$ cat config.mk
export PLATFORM = sky130hd
export DESIGN_NAME = bsis_blend
export DESIGN_NICKNAME = d
export VERILOG_FILES = /design/src/rtl/bsis_pkg.sv /design/src/rtl/bsis_blend.sv
export SDC_FILE = /design/constraint.sdc
export NUM_CORES = 2
export LEC_CHECK = 0
export BUFFER_PORTS_ARGS = -buffer_cell sky130_fd_sc_hd__buf_2
export CORE_AREA = 8 8 302 304
export CTS_CLUSTER_DIAMETER = 80
export CTS_CLUSTER_SIZE = 16
export DETAILED_ROUTE_END_ITERATION = 16
export DIE_AREA = 0 0 310 312
export HOLD_SLACK_MARGIN = 0.05
export PLACE_DENSITY = 0.56
export SETUP_SLACK_MARGIN = 0.05
export SLEW_MARGIN = 20
export SYNTH_ARGS = -nofsm -noshare
export SYNTH_HDL_FRONTEND = slang
export SYNTH_SLANG_ARGS = --single-unit
$ cat constraint.sdc
create_clock -name clock -period 9.1 [get_ports clock]
set_input_delay 0.455 -clock clock [delete_from_list [all_inputs] [get_ports clock]]
set_output_delay 0.455 -clock clock [all_outputs]
set_load 0.05 [all_outputs]
$ cat src/rtl/bsis_pkg.sv
// ----------------------------------------------------------------------------
// Bilinear subpixel image shift: package
// Frame geometry, datapath widths, register codes and pipeline stage types.
// ----------------------------------------------------------------------------
`default_nettype none

package bsis_pkg;

   localparam int IMG_WIDTH  = 64;
   localparam int IMG_HEIGHT = 64;
   localparam int CHANNELS   = 3;
   localparam int FRAC_BITS  = 8;

   localparam int COORD_W  = 6;
   localparam int PLANE_W  = 2;
   localparam int SAMPLE_W = 16;
   localparam int SHIFT_W  = 16;

   localparam int CSR_DW = 32;
   localparam int CSR_AW = 3;

   localparam logic REG_SHIFT_X = 1'b0;
   localparam logic REG_SHIFT_Y = 1'b1;

   localparam logic CMD_WRITE = 1'b0;
   localparam logic CMD_READ  = 1'b1;

   // 2x2 parity banking: the four neighbors always sit in four different banks
   localparam int NUM_BANKS  = 4;
   localparam int BANK_SEL_W = 2;
   localparam int HALF_W     = (IMG_WIDTH + 1) / 2;
   localparam int HALF_H     = (IMG_HEIGHT + 1) / 2;
   localparam int HALF_CW    = COORD_W - 1;
   localparam int BANK_DEPTH = HALF_W * HALF_H * CHANNELS;
   localparam int BANK_AW    = $clog2(BANK_DEPTH);

   localparam int POS_BASE_W = COORD_W + FRAC_BITS + 1;
   localparam int POS_W      = ((POS_BASE_W > SHIFT_W) ? POS_BASE_W : SHIFT_W) + 1;
   localparam int IPART_W    = POS_W - FRAC_BITS;

   localparam int WGT_W = FRAC_BITS + 1;
   localparam int ROW_W = SAMPLE_W + WGT_W;
   localparam int SUM_W = ROW_W + WGT_W;

   typedef struct packed {
      logic                 wr;
      logic                 rd;
      logic                 in_frame;
      logic [COORD_W-1:0]   xi;
      logic [COORD_W-1:0]   yi;
      logic [FRAC_BITS-1:0] xf;
      logic [FRAC_BITS-1:0] yf;
      logic [PLANE_W-1:0]   plane;
      logic [SAMPLE_W-1:0]  wdata;
   } s1_type;

   typedef struct packed {
      logic                 valid;
      logic                 in_frame;
      logic [FRAC_BITS-1:0] xf;
      logic [FRAC_BITS-1:0] yf;
      logic                 xpar;
      logic                 ypar;
   } s2_type;

   typedef struct packed {
      logic                 valid;
      logic                 in_frame;
      logic [FRAC_BITS-1:0] yf;
      logic [ROW_W-1:0]     top;
      logic [ROW_W-1:0]     bot;
   } s3_type;

   function automatic logic [BANK_AW-1:0] bank_addr(input logic [HALF_CW-1:0] xh,
                                                    input logic [HALF_CW-1:0] yh,
                                                    input logic [PLANE_W-1:0] p);
      logic [BANK_AW-1:0] cell_idx;
      cell_idx = BANK_AW'(BANK_AW'(yh) * BANK_AW'(HALF_W)) + BANK_AW'(xh);
      return BANK_AW'(cell_idx * BANK_AW'(CHANNELS)) + BANK_AW'(p);
   endfunction

endpackage

`default_nettype wire

$ cat src/rtl/bsis_blend.sv
// ----------------------------------------------------------------------------
// Bilinear subpixel image shift: blend
// Horizontal blend of both rows, then vertical blend, rounding and output.
// ----------------------------------------------------------------------------
`default_nettype none

module bsis_blend import bsis_pkg::*; (
   input  wire logic                                clock,
   input  wire logic                                reset,
   input  wire logic                                en,
   input  s2_type                                   s2,
   input  wire logic [NUM_BANKS-1:0][SAMPLE_W-1:0]  rd_data,
   output logic                                     rsp_valid,
   output logic [SAMPLE_W-1:0]                      rsp_sample_out,
   output logic                                     rsp_inside_res
);

   localparam logic [WGT_W-1:0] ONE_W = WGT_W'(1 << FRAC_BITS);
   localparam logic [SUM_W-1:0] ROUND = SUM_W'(1) << (2 * FRAC_BITS - 1);

   logic [BANK_SEL_W-1:0] sel_a;
   logic [BANK_SEL_W-1:0] sel_b;
   logic [BANK_SEL_W-1:0] sel_c;
   logic [BANK_SEL_W-1:0] sel_d;
   logic [WGT_W-1:0]      wx1;
   logic [WGT_W-1:0]      wy1;
   logic [SUM_W-1:0]      sum;
   logic [SAMPLE_W-1:0]   blended;
   s3_type                s3_in;
   s3_type                s3_ff;
   logic                  rsp_valid_ff;
   logic [SAMPLE_W-1:0]   sample_ff;
   logic                  inside_ff;

   always_comb begin
      // bank = {row parity, column parity}
      sel_a = {s2.ypar, s2.xpar};
      sel_b = {~s2.ypar, s2.xpar};
      sel_c = {s2.ypar, ~s2.xpar};
      sel_d = {~s2.ypar, ~s2.xpar};
      wx1   = ONE_W - WGT_W'(s2.xf);

      s3_in.valid    = s2.valid;
      s3_in.in_frame = s2.in_frame;
      s3_in.yf       = s2.yf;
      s3_in.top      = ROW_W'(rd_data[sel_a]) * ROW_W'(wx1)
                     + ROW_W'(rd_data[sel_c]) * ROW_W'(s2.xf);
      s3_in.bot      = ROW_W'(rd_data[sel_b]) * ROW_W'(wx1)
                     + ROW_W'(rd_data[sel_d]) * ROW_W'(s2.xf);
   end

   always_ff @(posedge clock) begin
      if (reset) begin
         s3_ff.valid <= 1'b0;
      end else if (en) begin
         s3_ff.valid <= s3_in.valid;
      end
      if (en) begin
         s3_ff.in_frame <= s3_in.in_frame;
         s3_ff.yf       <= s3_in.yf;
         s3_ff.top      <= s3_in.top;
         s3_ff.bot      <= s3_in.bot;
      end
   end

   always_comb begin
      wy1     = ONE_W - WGT_W'(s3_ff.yf);
      sum     = SUM_W'(s3_ff.top) * SUM_W'(wy1)
              + SUM_W'(s3_ff.bot) * SUM_W'(s3_ff.yf) + ROUND;
      blended = sum[2*FRAC_BITS +: SAMPLE_W];
   end

   always_ff @(posedge clock) begin
      if (reset) begin
         rsp_valid_ff <= 1'b0;
      end else if (en) begin
         rsp_valid_ff <= s3_ff.valid;
      end
      if (en) begin
         sample_ff <= s3_ff.in_frame ? blended : '0;
         inside_ff <= s3_ff.in_frame;
      end
   end

   assign rsp_valid      = rsp_valid_ff;
   assign rsp_sample_out = sample_ff;
   assign rsp_inside_res = inside_ff;

endmodule

`default_nettype wire

; Yosys cells after proc, flatten, opt, wreduce, memory -nomap -nowiden
; Index checks and enable logic that the tools add are counted.
[word_totals]
output_inout_bits = 18
elab_cells = 34
inputBits = 87
reg_bits = 78
mem_bits_ro = 0
memories = 0
mem_bits_rw = 0
latch_bits = 0
[op_classes]
order_cmp = 4
n_shift = 0
addsub = 6
n_mul = 6
n_mux = 8
div_mod_pow = 0
reduce_logical = 0
eq_ne = 0
bitwise_logic = 2
[ops]
columns = cell, n
row1 = $bmux W16 S2, 4
row2 = $mux W16, 4
row3 = $add A25 B24 Y25, 2
row4 = $mul A16 B9 Y25, 2
row5 = $mul A16 B8 Y24, 2
row6 = $add A32 B16 Y32 const B, 1
row7 = $add A32 B32 Y32, 1
row8 = $mul A25 B8 Y32, 1
row9 = $mul A25 B9 Y32, 1
row10 = $sub A9 B8 Y9 const A, 2
row11 = $lt A2 B3 Y1 const B, 4
row12 = $not A1 Y1, 2

; Depth between registers and ports, before layout
[logic_depth]
depth_word = 5
depth_mapped = 29
ltp_nobuf = 27

; Least setup slack after synthesis
; No wires, ideal clock.
[synth_path]
path_type = input-to-reg
from = in s2[1] in the netlist's numbering
to = reg s3_ff[49] in the netlist's numbering (data pin)
path_stages = 26
setup_ns = 0.260
path_buffers = 4
required_ns = 8.840
arrival_ns = 7.080
slack_ns = 1.760
cell_sequence = buf_2 -> buf_1 -> clkbuf_1 -> clkbuf_1 -> nand2_1 -> o21ai_0 -> nor2_1 -> fa_1 -> inv_1 -> fa_1 -> fa_1 -> inv_1 -> fa_1 -> fa_1 -> inv_1 -> fa_1 -> inv_1 -> ha_1 -> a21oi_1 -> o22ai_1 -> or4_1 -> o21a_1 -> a211o_1 -> a31o_2 -> a21oi_1 -> xnor2_1
[synth_lines]
columns = element, line_no
row1 = from (decl), bsis_blend.sv:11  ; input s2_type s2,
row2 = to (decl), bsis_blend.sv:30  ; s3_type s3_ff;

==> summary.txt <==
Outcome
  • Outcome: complete, no violations

Placed design
  • Dpl hpwl: 76600 µm
  • # port buffers: 104
  • Final RePlAce weighted congestion: 0.857

Clock network
  • Cts repair resizes: 0
  • H-tree Lvls: 3
  • TritonCTS Buffers: 9
  • Postcts setup bufs: 0
  • CTS tree: built
  • Clock transition at path regs: 0.08 ns
  • CTS Hold Bufs: 0
  • Clk root buf: clkbuf_16
  • Number of buffers on the longest clock path: 2
  • CTS Sinks: 78
  • Worst skew pair latency: 0.39 ns

GRT
  • Overflow after GRT: 0
  • Antenna violations before repair: 4
  • First-pass GRT wire length: 148000 µm
  • Largest net degree at the start of global routing: 62
  • Gr usage total: 0.195
  • Vias in the first global route: 26700

Worst setup path
  • Type of the worst setup path: in -> reg
  • Worst Path Max Fanout: 13
  • WP data arrival: 8.00 ns
  • WP data required: 9.22 ns
  • Crit. End Element: flop
  • CP Launch Type: input pin

Layout
  • Final net count: 4924
  • Share of cells above drive strength 1: 0.0647
  • Most frequent cells in the layout: 974 x inv_1, 798 x fa_1, 480 x nand2_1
  • Commonest non-fill, non-tap cell in the layout: inv_1
  • Area Growth Syn to Fin: 6.71%

Floorplanning
  • Die Area: 96700 µm²
  • Chip height: 312 µm
  • Starting Density: 0.398
  • Die W: 310 µm
  • # IOs: 105
  • Row count: 108
  • Core area: 86200 µm²

Timing
  • Worst-margin pin slew: 1.07 ns
  • RSZ-0062 raised after global routing: no
  • Fin. Hold Viols: 0
  • Max_slew headroom: 0.285
  • Crit path time final: 7.88 ns
  • Slew Viols, Final: 0
  • Setup TNS: 0 ns
  • Tcrit/Tclk final: 0.866
  • Fmax: 127 MHz
  • Final setup vio count: 0
  • Clock Skews: 0.0195 ns

Yosys
  • Syn Inst Count: 3734
  • Avg Inst Size Synth: 9.19 µm²
  • Sequential share of the synthesized area: 0.0677
  • Ys flop type: edfxtp_1
  • Synth unique cells: 61
  • Seq cells post-synth: 78
  • Number of synthesized flops with an enable pin: 76
  • Synth async-reset ratio: 0
  • Syn Nets: 4878
  • Synth Warn #: 0
  • Synthesized area: 34300 µm²

Routing
  • Drt wl/cell: 18.2 µm
  • Via density: 4.85
  • Vias after detailed routing: 24000
  • DR iter-0 viols: 1280
  • Remaining DRCs: 0
  • Drt pass-1 iters: 5
  • Final wirelength: 90200 µm
  • Post-route ant nets: 0

Worst hold path
  • Hold crit path type: in -> reg

Job
  • MaxCap Viol Count: 0
path summary, 6_finish.rpt:
check | startpoint | to | slack, ns | cells after the start
hold reg to reg | rsp_valid | rsp_valid | 0.51 | 2
setup / recovery | s2[14] | s3_ff[24] | 1.22 | 24
setup reg to reg | s3_ff[53] | rsp_sample_out[13] | 1.44 | 25
hold / removal | reset | rsp_valid | 0.23 | 2
per-layer routing:
layer / track usage / up-vias / wire [µm]
met3: 0.0207 / 75 / 4040
met1: 0.259 / 12400 / 40100
met4: 0.0380 / 2 / 1560
met2: 0.343 / 515 / 44400
met5: 0 / - / 13
li1: - / 11000 / -
synthesized netlist by cell type (10+ instances only):
cell | n | area [µm²]
inv_1 | 974 | 3660
a21oi_1 | 70 | 350
a21o_1 | 16 | 120
mux4_2 | 20 | 450
fa_1 | 798 | 16000
buf_1 | 14 | 52.6
edfxtp_1 | 76 | 2280
nor2_1 | 141 | 529
nor2b_1 | 31 | 194
nand2b_1 | 12 | 75.1
clkbuf_1 | 105 | 394
xor2_1 | 18 | 158
nand2_1 | 480 | 1800
o21ai_0 | 39 | 195
mux2_2 | 22 | 248
mux2i_1 | 25 | 250
nor3_1 | 16 | 80.1
ha_1 | 259 | 3240
nand3_1 | 10 | 50.1
o21a_1 | 28 | 210
xnor2_1 | 60 | 526
and2_1 | 437 | 2730
worst max-delay path: stages:
cell	delay, ns
buf_2	0.23
nor4_1	0.44
nand2_1	0.25
nor3_2	0.85
nand2_1	0.22
fa_1	0.57
fa_1	0.52
inv_1	0.05
fa_1	0.55
fa_1	0.43
fa_1	0.49
inv_1	0.05
fa_1	0.47
inv_1	0.04
ha_1	0.21
or3_1	0.40
a21oi_1	0.27
o31ai_1	0.26
a211oi_2	0.32
a21oi_1	0.14
a211o_1	0.30
a21o_1	0.18
a21oi_1	0.16
xnor2_1	0.13
area by class of cell:
cell class                 count  area (µm²)
fill                        8740       49600
multi-input combinational   2558       27900
inverter                     976        3660
sequential                    78        2320
tap                         1155        1450
timing repair buffer         157         936
clock buffer                   9         225
clock inverter                 7         101
antenna                        2        5.00
metrics by stage:
step                instance area [µm²]  utilization  setup WS (ns)  std cells  hold WS, ns
floorplan                         34300            -           1.76       3734        0.460
global placement                  36300        0.421           1.01       4924        0.479
detailed placement                36300        0.421          0.852       4924        0.490
CTS                               36600        0.425           1.27       4940        0.207
global route                      36600        0.425          0.779       4940        0.219
finish                            36600        0.425           1.22       4942        0.228
cells by family (layout without fill, tap and decap cells):
group | count (synthesis) | in the layout | share of synthesized area
AO/OA/AOI/OAI | 205 | 205 | 0.0402
XOR/XNOR | 78 | 78 | 0.0199
adder cells (fa/ha/maj) | 1057 | 1057 | 0.560
buffers and inverters | 1098 | 1149 | 0.120
flip-flops | 78 | 78 | 0.0677
multiplexers | 67 | 67 | 0.0276
other | 0 | 2 | 0
AND/OR/NAND/NOR | 1151 | 1151 | 0.164
flip-flops by register name, summed over array words and instances (netlist names):
register	count
rsp_sample_out	16
s3_ff	60
rsp_valid	1
rsp_inside_res	1
Power is not shown: default switching activity piles up to over one toggle a cycle in this logic, so the estimate is an artifact.
