**src/rtl/bsis_pkg.sv**
```systemverilog
// ----------------------------------------------------------------------------
// Bilinear subpixel image shift: package
// Frame geometry, datapath widths, register codes and pipeline stage types.
// ----------------------------------------------------------------------------
`default_nettype none

package bsis_pkg;

   localparam int IMG_WIDTH  = 64;
   localparam int IMG_HEIGHT = 64;
   localparam int CHANNELS   = 3;
   localparam int FRAC_BITS  = 8;

   localparam int COORD_W  = 6;
   localparam int PLANE_W  = 2;
   localparam int SAMPLE_W = 16;
   localparam int SHIFT_W  = 16;

   localparam int CSR_DW = 32;
   localparam int CSR_AW = 3;

   localparam logic REG_SHIFT_X = 1'b0;
   localparam logic REG_SHIFT_Y = 1'b1;

   localparam logic CMD_WRITE = 1'b0;
   localparam logic CMD_READ  = 1'b1;

   // 2x2 parity banking: the four neighbors always sit in four different banks
   localparam int NUM_BANKS  = 4;
   localparam int BANK_SEL_W = 2;
   localparam int HALF_W     = (IMG_WIDTH + 1) / 2;
   localparam int HALF_H     = (IMG_HEIGHT + 1) / 2;
   localparam int HALF_CW    = COORD_W - 1;
   localparam int BANK_DEPTH = HALF_W * HALF_H * CHANNELS;
   localparam int BANK_AW    = $clog2(BANK_DEPTH);

   localparam int POS_BASE_W = COORD_W + FRAC_BITS + 1;
   localparam int POS_W      = ((POS_BASE_W > SHIFT_W) ? POS_BASE_W : SHIFT_W) + 1;
   localparam int IPART_W    = POS_W - FRAC_BITS;

   localparam int WGT_W = FRAC_BITS + 1;
   localparam int ROW_W = SAMPLE_W + WGT_W;
   localparam int SUM_W = ROW_W + WGT_W;

   typedef struct packed {
      logic                 wr;
      logic                 rd;
      logic                 in_frame;
      logic [COORD_W-1:0]   xi;
      logic [COORD_W-1:0]   yi;
      logic [FRAC_BITS-1:0] xf;
      logic [FRAC_BITS-1:0] yf;
      logic [PLANE_W-1:0]   plane;
      logic [SAMPLE_W-1:0]  wdata;
   } s1_type;

   typedef struct packed {
      logic                 valid;
      logic                 in_frame;
      logic [FRAC_BITS-1:0] xf;
      logic [FRAC_BITS-1:0] yf;
      logic                 xpar;
      logic                 ypar;
   } s2_type;

   typedef struct packed {
      logic                 valid;
      logic                 in_frame;
      logic [FRAC_BITS-1:0] yf;
      logic [ROW_W-1:0]     top;
      logic [ROW_W-1:0]     bot;
   } s3_type;

   function automatic logic [BANK_AW-1:0] bank_addr(input logic [HALF_CW-1:0] xh,
                                                    input logic [HALF_CW-1:0] yh,
                                                    input logic [PLANE_W-1:0] p);
      logic [BANK_AW-1:0] cell_idx;
      cell_idx = BANK_AW'(BANK_AW'(yh) * BANK_AW'(HALF_W)) + BANK_AW'(xh);
      return BANK_AW'(cell_idx * BANK_AW'(CHANNELS)) + BANK_AW'(p);
   endfunction

endpackage

`default_nettype wire

```
**src/rtl/bsis_addr_gen.sv**
```systemverilog
// ----------------------------------------------------------------------------
// Bilinear subpixel image shift: position stage
// Subtracts the shift, splits the source point by floor and checks the frame.
// ----------------------------------------------------------------------------
`default_nettype none

module bsis_addr_gen import bsis_pkg::*; (
   input  wire logic                       clock,
   input  wire logic                       reset,
   input  wire logic                       en,
   input  wire logic                       req_valid,
   input  wire logic                       req_cmd,
   input  wire logic [COORD_W-1:0]         req_col,
   input  wire logic [COORD_W-1:0]         req_row,
   input  wire logic [PLANE_W-1:0]         req_plane,
   input  wire logic [SAMPLE_W-1:0]        req_sample_in,
   input  wire logic signed [SHIFT_W-1:0]  shift_x,
   input  wire logic signed [SHIFT_W-1:0]  shift_y,
   output s1_type                          s1
);

   logic signed [POS_W-1:0]   pos_x;
   logic signed [POS_W-1:0]   pos_y;
   logic signed [IPART_W-1:0] ip_x;
   logic signed [IPART_W-1:0] ip_y;
   logic                      in_x;
   logic                      in_y;
   logic                      addr_ok;
   logic                      is_wr;
   s1_type                    s1_in;
   s1_type                    s1_ff;

   always_comb begin
      pos_x = $signed(POS_W'({req_col, FRAC_BITS'(0)})) - POS_W'(shift_x);
      pos_y = $signed(POS_W'({req_row, FRAC_BITS'(0)})) - POS_W'(shift_y);
      // arithmetic floor: the high bits are the integer part
      ip_x  = pos_x[POS_W-1:FRAC_BITS];
      ip_y  = pos_y[POS_W-1:FRAC_BITS];
      // the right and lower neighbors must also be in the frame
      in_x  = !ip_x[IPART_W-1] && (ip_x <= IPART_W'(IMG_WIDTH - 2));
      in_y  = !ip_y[IPART_W-1] && (ip_y <= IPART_W'(IMG_HEIGHT - 2));
      addr_ok = ({1'b0, req_col} < (COORD_W+1)'(IMG_WIDTH))
             && ({1'b0, req_row} < (COORD_W+1)'(IMG_HEIGHT))
             && ({1'b0, req_plane} < (PLANE_W+1)'(CHANNELS));
      is_wr = (req_cmd == CMD_WRITE);

      s1_in.wr       = req_valid && is_wr && addr_ok;
      s1_in.rd       = req_valid && (req_cmd == CMD_READ);
      s1_in.in_frame = addr_ok && in_x && in_y;
      s1_in.xi       = is_wr ? req_col : ip_x[COORD_W-1:0];
      s1_in.yi       = is_wr ? req_row : ip_y[COORD_W-1:0];
      s1_in.xf       = pos_x[FRAC_BITS-1:0];
      s1_in.yf       = pos_y[FRAC_BITS-1:0];
      s1_in.plane    = req_plane;
      s1_in.wdata    = req_sample_in;
   end

   always_ff @(posedge clock) begin
      if (reset) begin
         s1_ff.wr <= 1'b0;
         s1_ff.rd <= 1'b0;
      end else if (en) begin
         s1_ff <= s1_in;
      end
   end

   assign s1 = s1_ff;

endmodule

`default_nettype wire

```
**config.mk**
```make
export PLATFORM = sky130hd
export DESIGN_NAME = bsis_addr_gen
export DESIGN_NICKNAME = d
export VERILOG_FILES = /design/src/rtl/bsis_pkg.sv /design/src/rtl/bsis_addr_gen.sv
export SDC_FILE = /design/constraint.sdc
export NUM_CORES = 1
export LEC_CHECK = 0
export BUFFER_PORTS_ARGS = -buffer_cell sky130_fd_sc_hd__buf_2
export CAP_MARGIN = 10
export CORE_ASPECT_RATIO = 1.5
export CORE_MARGIN = 10
export CORE_UTILIZATION = 48
export CTS_CLUSTER_DIAMETER = 30
export DETAILED_ROUTE_END_ITERATION = 16
export PLACE_DENSITY = 0.85
export RECOVER_POWER = 100
export SYNTH_ARGS = -nofsm -noshare
export SYNTH_HDL_FRONTEND = slang
export SYNTH_SLANG_ARGS = --single-unit
```
**constraint.sdc**
```tcl
create_clock -name clock -period 3.9 [get_ports clock]
set_clock_uncertainty 0.2 [all_clocks]
set_input_delay 0.195 -clock clock [delete_from_list [all_inputs] [get_ports clock]]
set_output_delay 0.195 -clock clock [all_outputs]
set_load 0.03 [all_outputs]
```
* Yosys cells after proc, flatten, opt, wreduce, memory -nomap -nowiden
Index checks and enable logic that the tools add are counted.
W data, S select, Z words.
** Word-level totals
- Flip-flop bits (word level) :: 49
- Latch bits :: 0
- RAM bits :: 0
- ROM bits :: 0
- Output and inout port bits :: 49
- Word-level logic and storage cells :: 28
- Memories :: 0
** Operators by class
- $add $sub $neg :: 2
- $mul :: 0
- Div/mod/pow operators :: 0
- Magnitude comparators :: 3
- Equality and inequality tests :: 0
- Shift operators :: 0
- Multiplexer cells :: 2
- Bitwise logic cells :: 2
- Reduce and logical (&&, ||, !) cells :: 10
** Operators with widths (number)
- $sub A15 B16 Y17 :: 2
- $le A9 B7 Y1 const B :: 2
- $mux W6 :: 2
- $logic_and A1 B1 Y1 :: 7
- $logic_not A1 Y1 :: 2
- $lt A2 B2 Y1 const B :: 1
- $not A1 Y1 :: 2
- $reduce_and A2 Y1 :: 1

* Logic depth before layout (Yosys ltp)
Gate-level depths: netlist of the first run.
- Depth in word-level cells :: 5
- Gate-level depth with buffers :: 9
- Gate-level depth less buffers :: 9

* Worst setup path before layout of the first run
Ideal clock, no wire load.
- Path kind :: in2reg
- Start point :: input reset
- End point :: register s1_ff (netlist bit s1[0]) (enable)
- Setup time :: 0.458 ns
- Arrival time :: 2.308 ns
- Required time :: 3.242 ns
- Slack :: 0.934 ns
- Stages :: 1
- Path buffers :: 0
- Path through :: nor2b_1
** Between the ends
- Word-level cells in the longest chain between the ends :: 2
** Ends and longest elaborated chain
- start: declaration :: RTL line bsis_addr_gen.sv:9 : input wire logic reset,
- $not A1 Y1 (no line)
- $reduce_and A2 Y1 (no line)
- end signal: assignment :: RTL line bsis_addr_gen.sv:63 : s1_ff <= s1_in;
- end: declaration :: RTL line bsis_addr_gen.sv:31 : s1_type s1_ff;
Every way passes these cells.
A chain may end at the register's enable or synchronous reset.

* Worst setup path in the final report of the first run
- Start point :: input reset
- End point :: register s1_ff (netlist bit s1[17]) (enable)
Same word-level chain as after synthesis.

==> impl_metrics.yaml, run 1 <==
timing:
  hold_slack_ns: 0.0185
  period_needed_ns: 3.11
  slew_viol_final: 21
  hold_violations: 0
  timing.final.crit_share: 0.798
  relSlewSlack: -0.0715
  rsz0062_at_grt: "false"
  setup_viol: 0
  setup-tns-final_ns: 0
  worst_pin_slew_ns: 1.60
  timing.fmax_ghz: 0.321
logic_synthesis:
  syn_area_um2: 2680
  synth-edff-count: 47
  yosys.cell_types.count: 45
  yosysMostFrequentCell: "edfxtp_1"
  synth-seq-cells: 49
  yosysTopAreaCell: "edfxtp_1"
  synth_nets: 307
  synth_async_sr_flop_share: 0
  synth_area_per_cell_um2: 11.9
  ys_top_cells_by_area: "edfxtp_1 (53%), ha_1 (6.5%), xnor2_1 (5.6%), mux2_2 (4.2%), inv_1 (3.4%)"
  netlist.area_leader.share: 0.527
  synth_cells: 226
  ys_warn_count: 0
  ys.flop_type: "edfxtp_1"
  yosysSeqAreaShare: 0.542
  synth_common_cells: "edfxtp_1 (47), inv_1 (24), xnor2_1 (17)"
cts:
  cts_made_buffers: 5
  clkTransAtPathRegs_ns: 0.09
  clockBufferDepth: 2
  cts_root_buf: "clkbuf_8"
  clkLatencyLatePin_ns: 0.30
  cts_tree: "built"
  htree_levels: 2
  cts.sinks: 49
global_route:
  grt-ovfl-total: 0
  track_usage: 0.163
  grt_max_degree: 29
  grt_pass1_vias: 2366
  antenna_found_initial: 0
  grt_pass1_wl_um: 11700
cells_and_area:
  multi_input_area_um2: 1100
  seq_area_um2: 1450
  drive_gt1_frac: 0.224
  fillCellCount: 476
  nets: 451
  largest_register_ffs: 49
  fin_cells: 441
  final_util: 0.663
  area_growth_pct: 34.9
  antenna_cells: 0
route:
  drt_wl_total_um: 7300
  drc_errors: 0
  dr.pass1.iters: 4
  final_antenna_net_count: 0
  drtIter0Drc: 125
  vias: 2270
  wl_per_cell_um: 16.6
  vias_per_cell: 5.15
status:
  status: "finished with violations"
  violations: "max-capacitance violations, max-slew violations"
place:
  dp_hpwl_um: 5790
  gp_congestion: 0.911
  port_buffers: 115
  dp_cells: 410
critical_path:
  ff2ff_setup_slack_ns: 2.55
  start_kind: "input pin"
  critPathKind: "in -> reg"
  reg2reg_from: "s1[47]"
  cp-end-kind: "register"
  r2r-end: "s1[47]"
  crit_path_max_fanout: 28
  cp.arrival_ns: 2.85
  cp.required_ns: 3.64
  r2r_cells: 3
hold_path:
  min_path_type: "in -> reg"
  hold_path_depth: 2
  min_from: "req_row[4]"
  min_to: "s1[38]"
power:
  total_power_uw: 1390
  power_density_nw_per_um2: 385
  ir_drop_mv: 0.227
  p_leak_uw: 0.00145
floorplanning:
  die_w_um: 81.0
  dieArea_um2: 9030
  start_util: 0.492
  placementRows: 33
  coreArea_um2: 5450
  die_h_um: 111
  ios: 116
flow_run:
  max_cap_viol_count: 1
==> per-layer routing <==
metal / GRT usage / part of all wire
met3: 0.0403 / 0.069
met5: 0 / 0
met1: 0.150 / 0.34
met2: 0.313 / 0.56
met4: 0.0788 / 0.032
==> report_power, final <==
part           leakage, µW  internal (µW)  switching (µW)
registers         0.000457            623            9.49
clock network    0.0000687            258             172
logic             0.000921            124             206
total              0.00145           1000             388
==> how the worst max path moves through the flow <==
stage / startpoint / to / slack, ns / cells after the start
final: reset / s1[17] / 0.79 / 4
after global routing: shift_y[0] / s1[46] / 0.50 / 11
after global placement: req_col[1] / s1[46] / 1.32 / 9
after CTS: shift_x[0] / s1[46] / 1.08 / 11
after floorplan: reset / s1[0] / 0.93 / 1
after detailed placement: shift_x[1] / s1[46] / 1.29 / 8
==> cell type report <==
cell class	instances	share of cell area
well taps	70	0.0242
flip-flops and latches	49	0.402
clock buffers	5	0.0190
multi-input cells	151	0.306
inverters	24	0.0249
repair buffers	139	0.206
clock inverters	3	0.0190
==> cells by family (layout without fill, tap and decap cells) <==
| family | after synthesis | count (layout) | synth area share |
|---|---|---|---|
| compound gates | 38 | 38 | 0.0934 |
| fa+ha+maj | 14 | 14 | 0.0654 |
| flops | 49 | 49 | 0.542 |
| buf+inv | 26 | 171 | 0.0364 |
| xor+xnor | 22 | 22 | 0.0719 |
| simple gates | 67 | 67 | 0.149 |
| mux | 10 | 10 | 0.0420 |
==> timing repair <==
action                    CTS  global route
hold buffers               23             0
hold endpoints to repair   22             0
buffers inserted            0             0
gates resized for setup     0             0
==> critical path, stage by stage <==
cell	delay [ns]
dlygate4sd3_1	0.55
clkbuf_1	0.13
nor2b_1	1.21
clkbuf_2	0.75
==> stage by stage <==
stage                     setup slack (ns)  area, µm²
after floorplan                      0.934       2680
after global placement                1.32       3350
after detailed placement              1.29       3350
after CTS                             1.08       3720
after global routing                 0.499       3610
final                                0.786       3610
==> cells in the final DEF, fill, tap and decap left out, types with 3 or more instances in the layout <==
master         count
xnor2_1           17
or3_1              3
ha_1              14
nand2_1           10
clkbuf_8           5
inv_1             24
mux2_2            10
a21o_1             3
a31oi_1            3
a21oi_1           14
a221oi_1           3
buf_2             61
dlygate4sd3_1     23
nor2b_1            4
clkbuf_1          54
edfxtp_1          47
nor2_1            16
nand4_1            3
nor3_1             7
nor4_1             4
xor2_1             5
nand3_1            5
Power figures use the tool's default switching activity.
==> run 2, diff against run 1 <==
CORE_UTILIZATION = 43   (was 48)
PLACE_DENSITY = 0.8   (was 0.85)
clock period = 2.52 ns   (was 3.9 ns; I/O delays follow)
==> impl_metrics.yaml, run 2 (synthesis gave the netlist of run 1 again) <==
timing:
  timing.final.crit_share: 0.974
  setup_viol: 0
  rsz0062_at_grt: "false"
  worst_pin_slew_ns: 1.29
  setup-tns-final_ns: 0
  slew_viol_final: 0
  timing.fmax_ghz: 0.407
  hold_violations: 0
  period_needed_ns: 2.45
  relSlewSlack: 0.143
route:
  met2WireLength_um: 4290
  final_antenna_net_count: 0
  vias_per_cell: 5.08
  drtIter0Drc: 150
  dr.pass1.iters: 4
  dr.max_layer_used: "met4"
  m1WireLength_um: 2540
  drc_errors: 0
  vias: 2406
  drt_wl_total_um: 7580
  wl_per_cell_um: 16.0
  dr_wl_met3_um: 541
critical_path:
  start_kind: "input pin"
  r2r_cells: 3
  path_cells: "dlygate4sd3_1, buf_2, ha_4, nand2_2, nor4_4, o21ai_1, a31oi_1, xor2_1, nand4_1, nor4bb_1"
  critPathKind: "in -> reg"
  reg2reg_from: "s1[47]"
  cpPeakStageDelay_ns: 0.54
  cp-end-kind: "register"
  crit_path_max_fanout: 8
  cp.required_ns: 2.44
  crit_cells: 10
  endpoint: "s1[46]"
  cp.arrival_ns: 2.38
  crit_family: "simple AND/OR/NAND/NOR gates"
  startpoint: "req_col[4]"
  cp_slowest_cell: "dlygate4sd3_1"
  r2r-end: "s1[47]"
  ff2ff_setup_slack_ns: 1.20
  cp_num_buf_inv: 2
power:
  power_density_nw_per_um2: 531
  ir_drop_mv: 0.346
  p_leak_uw: 0.00155
cts:
  cts_setup_buffers: 0
  clockBufferDepth: 2
  cts_root_buf: "clkbuf_8"
  clkLatencyLatePin_ns: 0.30
  cts.sinks: 49
  htree_levels: 2
  cts_tree: "built"
  clkTransAtPathRegs_ns: 0.09
  cts_made_buffers: 5
floorplanning:
  start_util: 0.440
  ios: 116
  coreArea_um2: 6090
  die_w_um: 84.4
  die_h_um: 117
  placementRows: 35
  dieArea_um2: 9850
global_route:
  grt-ovfl-total: 0
  grt_max_degree: 26
  track_usage: 0.146
  grt_pass1_wl_um: 11700
  grt_pass1_vias: 2559
  antenna_found_initial: 0
cells_and_area:
  final_cell_mix: "clkbuf_1 (63), buf_2 (56), edfxtp_1 (47)"
  largest_register_ffs: 49
  antenna_cells: 0
  final_common_cell: "clkbuf_1"
  drive_gt1_frac: 0.228
  postLayoutCellArea_um2: 3940
  area_growth_pct: 47.0
  nets: 480
place:
  dp_hpwl_um: 5780
  gp_congestion: 0.857
  port_buffers: 115
  placed_area_um2: 3410
flow_run:
  max_cap_viol_count: 0
hold_path:
  hold_path_depth: 2
  min_from: "shift_x[5]"
  min_path_type: "in -> reg"
status:
  status: "finished clean"
-- run 2: per-layer routing --
layer	global-route usage	up-vias
met4	0.0650	0
met2	0.289	79
met1	0.132	1119
met5	0	-
met3	0.0440	14
li1	-	1194
-- run 2: worst min path at each step --
stage	end	slack (ns)
2_1_floorplan	s1[47]	-0.005
3_3_place_gp	s1[0]	0.10
3_5_place_dp	s1[7]	0.10
4_1_cts	s1[23]	0.001
5_1_grt	s1[31]	0.01
6_report	s1[31]	0.02
-- run 2: area by class of cell --
cell class                 count  area [µm²]
timing repair buffer         168         997
clock inverter                 3        41.3
fill                         538        2150
sequential                    49        1450
clock buffer                   5        68.8
inverter                      24        90.1
tap                           74        92.6
multi-input combinational    151        1200
-- run 2: metrics by stage --
step	utilization	setup WS, ns	total power (µW)	std cells	hold slack (ns)
2_1_floorplan	-	0.317	1330	226	-0.00493
3_5_place_dp	0.560	0.0244	1500	421	0.104
5_1_grt	0.647	0.0131	2190	474	0.0150
3_3_place_gp	0.560	0.0932	1490	421	0.102
6_report	0.647	0.0651	2090	474	0.0151
4_1_cts	0.652	0.0526	2110	474	0.000957
-- run 2: repair_timing --
item                                   4_1_cts  5_1_grt
resized for setup                            0       11
setup endpoints to repair                    0        2
hold buffers                                45        0
endpoints found under the hold margin       42        0
-- run 2: power breakdown --
group | internal [µW] | switching [µW]
registers | 965 | 14.4
clock network | 292 | 259
logic | 227 | 332
